### src/design/sxfr_pkg.sv
// shared types and constants for the sync-byte frame receiver
`timescale 1ns / 1ps
package sxfr_pkg;

  // frame format
  localparam logic [7:0] SYNC_BYTE     = 8'hAA;
  localparam logic [3:0] LAST_POS      = 4'd11;
  localparam logic [7:0] PAGE_SETTINGS = 8'd16;
  localparam logic [7:0] PAGE_CONTROL  = 8'd6;
  localparam logic [2:0] LEVEL_MASK    = 3'h7;

  // result tdata layout, lowest bit first
  localparam int TDATA_W = 40;
  localparam int CIRC_LO = 0;
  localparam int REGEN_LO = 16;
  localparam int ASSIST_LO = 19;
  localparam int REQ_BIT = 22;
  localparam int SETPT_LO = 23;

  typedef enum logic [1:0] {
    KIND_SETTINGS = 2'd0,
    KIND_CONTROL  = 2'd1,
    KIND_OTHER    = 2'd2
  } page_kind_t;

  // one checked frame, classified, as it waits in the queue
  typedef struct packed {
    page_kind_t  kind;
    logic [7:0]  b4;
    logic [7:0]  b5;
    logic [7:0]  b6;
    logic [7:0]  b7;
    logic [7:0]  b8;
  } frame_desc_t;

endpackage

### src/design/sxfr_front.sv
// front end: sync hunt, byte collection, xor check and page classification
`timescale 1ns / 1ps
module sxfr_front
  import sxfr_pkg::*;
(
  input  logic        clk,
  input  logic        rst,
  input  logic        s_tvalid,
  output logic        s_tready,
  input  logic [7:0]  s_tdata,
  input  logic        q_full,
  output logic        q_push,
  output frame_desc_t q_desc
);

  typedef enum logic [1:0] {
    ST_HUNT    = 2'b01,
    ST_PAYLOAD = 2'b10
  } rx_state_t;

  rx_state_t  state;
  logic [3:0] pos;
  logic [7:0] run_xor;
  logic [7:0] xor_next;
  logic [7:0] page, b4, b5, b6, b7, b8;
  logic       beat;

  assign s_tready = !q_full;
  assign beat     = s_tvalid && s_tready;
  assign xor_next = run_xor ^ s_tdata;

  // control: hunt for sync, count payload bytes, keep the running xor
  always_ff @(posedge clk) begin
    if (rst) begin
      state   <= ST_HUNT;
      pos     <= 4'd0;
      run_xor <= 8'd0;
      q_push  <= 1'b0;
    end else begin
      q_push <= 1'b0;
      case (state)
        ST_HUNT: begin
          if (beat && s_tdata == SYNC_BYTE) begin
            state   <= ST_PAYLOAD;
            pos     <= 4'd1;
            run_xor <= SYNC_BYTE;
          end
        end
        ST_PAYLOAD: begin
          if (beat) begin
            run_xor <= xor_next;
            pos     <= pos + 4'd1;
            if (pos == LAST_POS) begin
              state  <= ST_HUNT;
              q_push <= (xor_next == 8'd0);
            end
          end
        end
        default: state <= ST_HUNT;
      endcase
    end
  end

  // capture the frame bytes that get decoded
  always_ff @(posedge clk) begin
    if (beat && state == ST_PAYLOAD) begin
      case (pos)
        4'd3:    page <= s_tdata;
        4'd4:    b4   <= s_tdata;
        4'd5:    b5   <= s_tdata;
        4'd6:    b6   <= s_tdata;
        4'd7:    b7   <= s_tdata;
        4'd8:    b8   <= s_tdata;
        default: ;
      endcase
    end
  end

  // classify the page
  always_comb begin
    q_desc.b4 = b4;
    q_desc.b5 = b5;
    q_desc.b6 = b6;
    q_desc.b7 = b7;
    q_desc.b8 = b8;
    if (page == PAGE_SETTINGS)     q_desc.kind = KIND_SETTINGS;
    else if (page == PAGE_CONTROL) q_desc.kind = KIND_CONTROL;
    else                           q_desc.kind = KIND_OTHER;
  end

endmodule

### src/design/sxfr_fifo.sv
// short queue of checked frames between front and back end
`timescale 1ns / 1ps
module sxfr_fifo
  import sxfr_pkg::*;
#(
  parameter int DEPTH = 2
) (
  input  logic        clk,
  input  logic        rst,
  input  logic        push,
  input  frame_desc_t push_desc,
  input  logic        pop,
  output frame_desc_t pop_desc,
  output logic        empty,
  output logic        full
);

  localparam int PTR_W   = (DEPTH > 2) ? $clog2(DEPTH) : 1;
  localparam int COUNT_W = $clog2(DEPTH + 1);

  frame_desc_t        slots [DEPTH];
  logic [PTR_W-1:0]   wr_ptr, rd_ptr;
  logic [COUNT_W-1:0] count;
  logic               do_push, do_pop;

  assign empty   = (count == '0);
  assign full    = (count == COUNT_W'(DEPTH));
  assign do_push = push && !full;
  assign do_pop  = pop && !empty;
  assign pop_desc = slots[rd_ptr];

  // pointers and fill count
  always_ff @(posedge clk) begin
    if (rst) begin
      wr_ptr <= '0;
      rd_ptr <= '0;
      count  <= '0;
    end else begin
      if (do_push) begin
        wr_ptr <= (wr_ptr == PTR_W'(DEPTH - 1)) ? '0 : wr_ptr + 1'b1;
      end
      if (do_pop) begin
        rd_ptr <= (rd_ptr == PTR_W'(DEPTH - 1)) ? '0 : rd_ptr + 1'b1;
      end
      if (do_push && !do_pop) count <= count + 1'b1;
      else if (do_pop && !do_push) count <= count - 1'b1;
    end
  end

  // slot storage
  always_ff @(posedge clk) begin
    if (do_push) slots[wr_ptr] <= push_desc;
  end

endmodule

### src/design/sxfr_back.sv
// back end: applies a checked frame to the held values and drives the result
`timescale 1ns / 1ps
module sxfr_back
  import sxfr_pkg::*;
(
  input  logic               clk,
  input  logic               rst,
  input  logic               cfg_valid,
  input  logic               cfg_data,
  input  logic               q_empty,
  input  frame_desc_t        q_desc,
  output logic               q_pop,
  output logic               m_tvalid,
  input  logic               m_tready,
  output logic [TDATA_W-1:0] m_tdata,
  output logic [1:0]         m_tuser
);

  logic        throttle_from_adc;
  logic [15:0] circ, circ_next;
  logic [2:0]  regen, regen_next;
  logic [2:0]  assist, assist_next;
  logic [15:0] setpt, setpt_next;
  logic        req_next;

  // config register
  always_ff @(posedge clk) begin
    if (rst) throttle_from_adc <= 1'b0;
    else if (cfg_valid) throttle_from_adc <= cfg_data;
  end

  assign q_pop = !q_empty && (!m_tvalid || m_tready);

  // page decode onto the held values
  always_comb begin
    circ_next   = circ;
    regen_next  = regen;
    assist_next = assist;
    setpt_next  = setpt;
    req_next    = 1'b0;
    case (q_desc.kind)
      KIND_SETTINGS: begin
        circ_next   = {q_desc.b5, q_desc.b4};
        regen_next  = q_desc.b6[2:0] & LEVEL_MASK;
        assist_next = q_desc.b6[5:3] & LEVEL_MASK;
      end
      KIND_CONTROL: begin
        req_next = (q_desc.b4 != 8'd0);
        if (!throttle_from_adc) setpt_next = {q_desc.b8, q_desc.b7};
      end
      default: setpt_next = 16'd0;
    endcase
  end

  // held values
  always_ff @(posedge clk) begin
    if (rst) begin
      circ   <= 16'd0;
      regen  <= 3'd0;
      assist <= 3'd0;
      setpt  <= 16'd0;
    end else if (q_pop) begin
      circ   <= circ_next;
      regen  <= regen_next;
      assist <= assist_next;
      setpt  <= setpt_next;
    end
  end

  // output register
  always_ff @(posedge clk) begin
    if (rst) begin
      m_tvalid <= 1'b0;
    end else if (q_pop) begin
      m_tvalid <= 1'b1;
    end else if (m_tready) begin
      m_tvalid <= 1'b0;
    end
  end

  always_ff @(posedge clk) begin
    if (q_pop) begin
      m_tuser <= q_desc.kind;
      m_tdata <= {1'b0, setpt_next, req_next, assist_next, regen_next, circ_next};
    end
  end

endmodule

### src/design/sync_xor_frame_receiver_decoder.sv
// top level of the sync-byte frame receiver with xor check and page decode
`timescale 1ns / 1ps
// Takes one received byte per beat and can accept a byte every cycle while the
// frame queue is not full. A frame starts at a 0xAA sync byte and spans 12
// bytes; when the xor of all 12 is zero it yields one result beat carrying the
// page kind and the held settings and setpoint. Checked frames wait in a queue
// of FIFO_DEPTH entries; s_tready falls only while that queue is full, which
// happens only when the result side stalls for whole frames. The user writes
// throttle_from_adc over the cfg channel only while idle; the block does not check.
module sync_xor_frame_receiver_decoder
  import sxfr_pkg::*;
#(
  parameter int FIFO_DEPTH = 2
) (
  input  logic               clk,
  input  logic               rst,
  // cfg_data: throttle_from_adc
  input  logic               cfg_valid,
  output logic               cfg_ready,
  input  logic               cfg_data,
  // s_tdata: rx_byte[7:0]
  input  logic               s_tvalid,
  output logic               s_tready,
  input  logic [7:0]         s_tdata,
  // m_tdata: wheel_size[15:0], regen_setting[18:16], assist_setting[21:19],
  //          autodetect_request[22], current_setpoint[38:23], zero pad[39]
  output logic               m_tvalid,
  input  logic               m_tready,
  output logic [TDATA_W-1:0] m_tdata,
  // m_tuser: page_kind[1:0]
  output logic [1:0]         m_tuser
);

  frame_desc_t push_desc, pop_desc;
  logic        push, pop, empty, full;

  assign cfg_ready = 1'b1;

  // byte intake and frame check
  sxfr_front u_front (
    .clk      (clk),
    .rst      (rst),
    .s_tvalid (s_tvalid),
    .s_tready (s_tready),
    .s_tdata  (s_tdata),
    .q_full   (full),
    .q_push   (push),
    .q_desc   (push_desc)
  );

  // frame queue
  sxfr_fifo #(
    .DEPTH (FIFO_DEPTH)
  ) u_fifo (
    .clk       (clk),
    .rst       (rst),
    .push      (push),
    .push_desc (push_desc),
    .pop       (pop),
    .pop_desc  (pop_desc),
    .empty     (empty),
    .full      (full)
  );

  // decode and result
  sxfr_back u_back (
    .clk       (clk),
    .rst       (rst),
    .cfg_valid (cfg_valid),
    .cfg_data  (cfg_data),
    .q_empty   (empty),
    .q_desc    (pop_desc),
    .q_pop     (pop),
    .m_tvalid  (m_tvalid),
    .m_tready  (m_tready),
    .m_tdata   (m_tdata),
    .m_tuser   (m_tuser)
  );

endmodule

### config.mk
export PLATFORM = sky130hd
export DESIGN_NAME = sync_xor_frame_receiver_decoder
export DESIGN_NICKNAME = d
export VERILOG_FILES = /design/src/design/sxfr_pkg.sv /design/src/design/sxfr_front.sv /design/src/design/sxfr_fifo.sv /design/src/design/sxfr_back.sv /design/src/design/sync_xor_frame_receiver_decoder.sv
export SDC_FILE = /design/constraint.sdc
export NUM_CORES = 1
export LEC_CHECK = 0
export ABC_AREA = 1
export BUFFER_PORTS_ARGS = -buffer_cell sky130_fd_sc_hd__buf_2
export CAP_MARGIN = 20
export CORE_MARGIN = 1.5
export CORE_UTILIZATION = 64
export DETAILED_ROUTE_END_ITERATION = 10
export PLACE_DENSITY = 0.84
export SLEW_MARGIN = 20
export SYNTH_ARGS = -nofsm -noshare
export SYNTH_HDL_FRONTEND = slang
export SYNTH_SLANG_ARGS = --single-unit
### constraint.sdc
create_clock -name clk -period 7.05 [get_ports clk]
set_input_delay 0.3525 -clock clk [delete_from_list [all_inputs] [get_ports clk]]
set_output_delay 0.3525 -clock clk [all_outputs]
set_load 0.01 [all_outputs]
Word-level counts from Yosys, hierarchy flattened
Memory sizes are Yosys's and may differ from the RTL's. A register that Yosys moved wholly into a read port is not among the register bits.
Index checks and enable logic that the tools add are counted.

operators by class
  $add $sub $neg = 5
  equal/unequal tests = 17
  multiplexer cells = 27
  bitwise logic cells = 4
  reductions and logical operators = 30

operator list
  operator                                        count
  two-way mux 16 bit                              2
  one-hot mux 16 bit (2 select lines)             1
  == test 4 x 3 -> 1 bit (second input constant)  4
  two-way mux 8 bit                               2
  one-hot mux 8 bit (2 select lines)              1
  two-way mux 2 bit                               7
  AND reduction 2 bit                             6
  == test 4 bit (second input constant)           2
  == test 8 x 3 -> 1 bit (second input constant)  1
  == test 8 x 5 -> 1 bit (second input constant)  1
  == test 8 bit (second input constant)           1
  logical AND 1 bit                               8
  zero test 8 bit                                 1
  two-way mux 1 bit                               8
  two-way mux 4 bit                               2
  one-hot mux 4 bit (2 select lines)              1
  nonzero test 8 bit                              1
  XOR 8 bit                                       1
  two-way mux 3 bit                               2
  != test 2 x 1 -> 1 bit (second input constant)  3
  AND reduction 3 bit                             2
  nonzero test 2 bit                              3
  zero test 1 bit                                 5
  adder 4 x 1 -> 4 bit (second input constant)    1
  other kinds (11)                                17

storage, ports and cells
  flip-flop bits (word level) = 148
  memory bits (writable) = 84
  input port bits = 14
  output and inout port bits = 45
  logic and storage cells = 106
  memories kept = 1

memory list
  name          words  bits a word  rd ports  clocked after Yosys merged registers in  write ports  line             source
  u_fifo.slots  2      42           1         1                                        1            sxfr_fifo.sv:21  frame_desc_t slots [DEPTH];

Logic depth before layout (Yosys ltp)
  word-level depth = 7
  depth in mapped cells = 11
  mapped depth without buffers = 9

Modules after synthesis
A second synthesis with hierarchy kept.

unflattened totals
  cell total of the unflattened synthesis = 814
  area total of the unflattened synthesis = 9485.3 sq um

modules (own cells, without submodules)
  module                           instances  cells each  area an instance (sq um)  seq. area each (sq um)
  sxfr_back                        1          454         3559.7                    2031.9
  sxfr_fifo                        1          168         3487.1                    2622.5
  sxfr_front                       1          190         2427.3                    1741.7
  sync_xor_frame_receiver_decoder  1          2           11.3                      0.0

Worst setup path before layout
OpenSTA, ideal clock, no wires.

  kind = register to register
  start = register u_fifo.count[0]
  end = memory u_fifo.slots[1][0] in the netlist's numbering, enable pin
  library setup time = 0.439 ns
  arrival = 2.362 ns
  required time = 6.611 ns
  slack = 4.249 ns
  stages on the path, launching flop included = 5
  buffers on the path = 0
  period minus slack after synthesis = 2.801 ns
  cell sequence = dfxtp_1 > inv_2 > nand2_1 > nand2_1 > nor2_1

between the ends
  cells in the longest elaborated chain, start to end = 5

RTL lines
  element                                  line                                   source
  start, declared                          sxfr_fifo.sv:23                        logic [COUNT_W-1:0] count;
  start signal, assigned                   sxfr_fifo.sv:45                        if (do_push && !do_pop) count <= count + 1'b1;
  start signal, assigned                   sxfr_fifo.sv:46                        else if (do_pop && !do_push) count <= count - 1'b1;
  == test 2 bit                            sxfr_fifo.sv:27                        assign full = (count == COUNT_W'(DEPTH));
  zero test 1 bit                          -
  via s_tready                             sync_xor_frame_receiver_decoder.sv:23  output logic s_tready,
  logical AND 1 bit                        sxfr_fifo.sv:28                        assign do_push = push && !full;
  two-way mux 1 bit                        sxfr_fifo.sv:52                        if (do_push) slots[wr_ptr] <= push_desc;
  two-way mux 1 bit (implied by the code)  sxfr_fifo.sv:52
  end, declared                            sxfr_fifo.sv:21

The timed path passes the listed nets, and every way through them passes these cells.

==> impl_metrics.ini <==
[synthesis]
synth_top_cell_area_share = 0.564
syn_avg_cell_area_um2 = 11.0
ys_ff_latch = 227
synthArstFlopShare = 0
yosysSeqAreaShare = 0.699
synthDistinctLibCells = 33
synth-edff-count = 167
synth_area_um2 = 8890
synth.most_common_cell = nand2_1
synth_flop_cell = edfxtp_1
syn_inst = 805
synth_top_cell_by_area = edfxtp_1
syn-num-nets = 826
synth_commonest_cells = nand2_1, edfxtp_1, nor2_1
yosysWarnings = 0
synthTopCellsByArea = edfxtp_1, dfxtp_1, nand2_1

[placed_design]
portBuffers = 56
dpl_cell_area_um2 = 9260
hpwl_um = 10600
globalplace.congestion = 0.830

[sta]
max-slew-margin-rel = 0.360
post-route-period-util = 0.410
fmax_mhz = 346
rsz0062_at_grt = false
holdWs_ps = 104
worst_pin_slew_ps = 959
hold_viol_final = 0
clock_skew_ps = 11.9
slew_viol_final = 0
period_needed_ps = 2890
tns_ps = 0
setup_viol = 0

[power]
leakage_nw = 4.04
ir_drop_mv = 0.303
power_density_nw_per_um2 = 415

[critical_path]
crit_type = reg2reg
critPathMostFrequentCell = inv_2
cp_slowest_cell = nor2_4
cp-start-kind = flop
endpoint_kind = flop
reg2reg_slack_ps = 4160
crit_chain = buf_4, inv_2, nand2_2, nand2_4, nor2_4, inv_2, nand2_1, o21ai_2, o21ai_1, inv_1
cp.required_ps = 7440
path_max_fanout = 41
crit_arrival_ps = 3280
crit_path_max_incr_delay_ps = 570

[drt]
drt_first_pass_iters = 7
drc = 0
wl_per_cell_um = 16.6
routed_wl_um = 17300
viasPerCell = 5.58
antenna_left = 0
drt_iter0_markers = 611
vias = 5845

[clock_network]
clkSlewWorstSetupHoldPaths_ps = 60
cts_sinks = 227
post-cts-setup-buffer-count = 0
clock_path_buffers = 3
holdBufCountCts = 0
htree_levels = 1
cts_made_buffers = 22
cts-root-buf = clkbuf_16
clkLatencyLatePin_ps = 500
cts.repair.resized = 0
cts_tree = built

[grt]
grt_max_degree = 74
grt_usage = 0.237
grt_pass1_vias = 5638
grt_overflow = 0
antenna_found_initial = 0
grt_pass1_wl_um = 27000

[finish]
area_growth_pct = 12.3
layout-drive-gt1-share = 0.141
antennaDiodeCount = 0
nNetsFinal = 877
final_area_um2 = 9980

[min_path]
hold_start = cfg_data
hold_class = in2reg

[die]
die_y_um = 121
start_util = 0.663
ios = 59
core.rowCount = 42
die_x_um = 121
dieArea_um2 = 14600
core_area_um2 = 13400

[flow_run]
cap_violations = 0

[status]
outcome = completed
[flip-flops by register name, summed over array words and instances (netlist names), 2 cells and up, named ones only]
| register | count |
|---|---|
| u_front.b6 | 6 |
| u_front.b8 | 8 |
| u_back.m_tdata | 39 |
| u_fifo.count | 2 |
| u_front.state | 2 |
| u_front.page | 8 |
| u_back.regen | 3 |
| u_front.b4 | 8 |
| u_back.assist | 3 |
| u_fifo.slots | 80 |
| u_back.m_tuser | 2 |
| u_front.b7 | 8 |
| u_back.setpt | 16 |
| u_front.b5 | 8 |
| u_front.pos | 4 |
| u_front.run_xor | 8 |
| u_back.circ | 16 |
[stage by stage]
step / utilization / worst slack, ps / total power, W / std cells
2_1_floorplan: - / 4250 / 0.00276 / 805
3_3_place_gp: 0.691 / 4420 / 0.00299 / 1006
3_5_place_dp: 0.691 / 4210 / 0.00307 / 1006
4_1_cts: 0.740 / 4160 / 0.00414 / 1046
5_1_grt: 0.745 / 3940 / 0.00439 / 1048
6_report: 0.745 / 4160 / 0.00414 / 1048
[path summary, 6_finish.rpt]
kind	to	depth (start not counted)
worst max-delay path	u_back.circ[3]	10
worst min-delay path	u_back.throttle_from_adc	3
worst max register to register	u_back.circ[3]	10
worst min register to register	u_fifo.slots[0][28]	0
[kinds of logic (layout without fill, tap and decap cells)]
logic type               after synthesis  in the layout  synth area share
AO/OA/AOI/OAI                        127            127            0.0784
XOR/XNOR                              10             10           0.00985
adder cells (fa/ha/maj)                7              7           0.00985
buffers and inverters                119            186            0.0562
flip-flops                           227            227             0.699
other                                  2              2          0.000845
AND/OR/NAND/NOR                      313            313             0.146
[per-layer routing]
metal	wire length [µm]	track usage	part of all wire	vias to the layer above
li1	-	-	-	2785
met1	7130	0.309	0.41	2764
met2	8670	0.395	0.50	258
met3	1190	0.0367	0.068	38
met4	362	0.107	0.021	0
met5	0	0	0	-
[worst max-delay path, delay by kind of cell, from the launching register on]
family                 cells  cell delay (ps)
AO/OA/AOI/OAI              2              250
buffers and inverters      4             1190
flip-flops                 1              320
AND/OR/NAND/NOR            4             1010
[power by group]
part,total [W],switching (W),internal (W)
registers,0.00188,0.000107,0.00177
clock network,0.00106,0.000464,0.000600
logic,0.00120,0.000827,0.000373
[layout by cell type (no fill, tap or decap), types with 3 or more instances in the layout]
master / n
inv_1: 77
ha_1: 7
clkbuf_16: 23
o21ai_0: 40
clkinv_1: 5
nor2_1: 76
edfxtp_1: 167
or2_2: 9
o21ai_1: 24
inv_2: 4
a21oi_1: 46
buf_4: 7
xor2_1: 9
nand2_1: 178
nand3_1: 33
o211ai_1: 7
buf_2: 56
nor2_4: 4
nor4_1: 3
clkbuf_1: 8
dfxtp_1: 60
o21ai_2: 6
[final cells by class]
cell class | count | area (µm²)
Timing Repair Buffer | 65 | 388
Multi-Input combinational cell | 459 | 2200
Clock inverter | 9 | 47.5
Clock buffer | 31 | 606
Fill cell | 825 | 3420
Tap cell | 176 | 220
Sequential cell | 227 | 6220
Inverter | 81 | 304
Note: power is estimated with default switching activity, not from simulation.
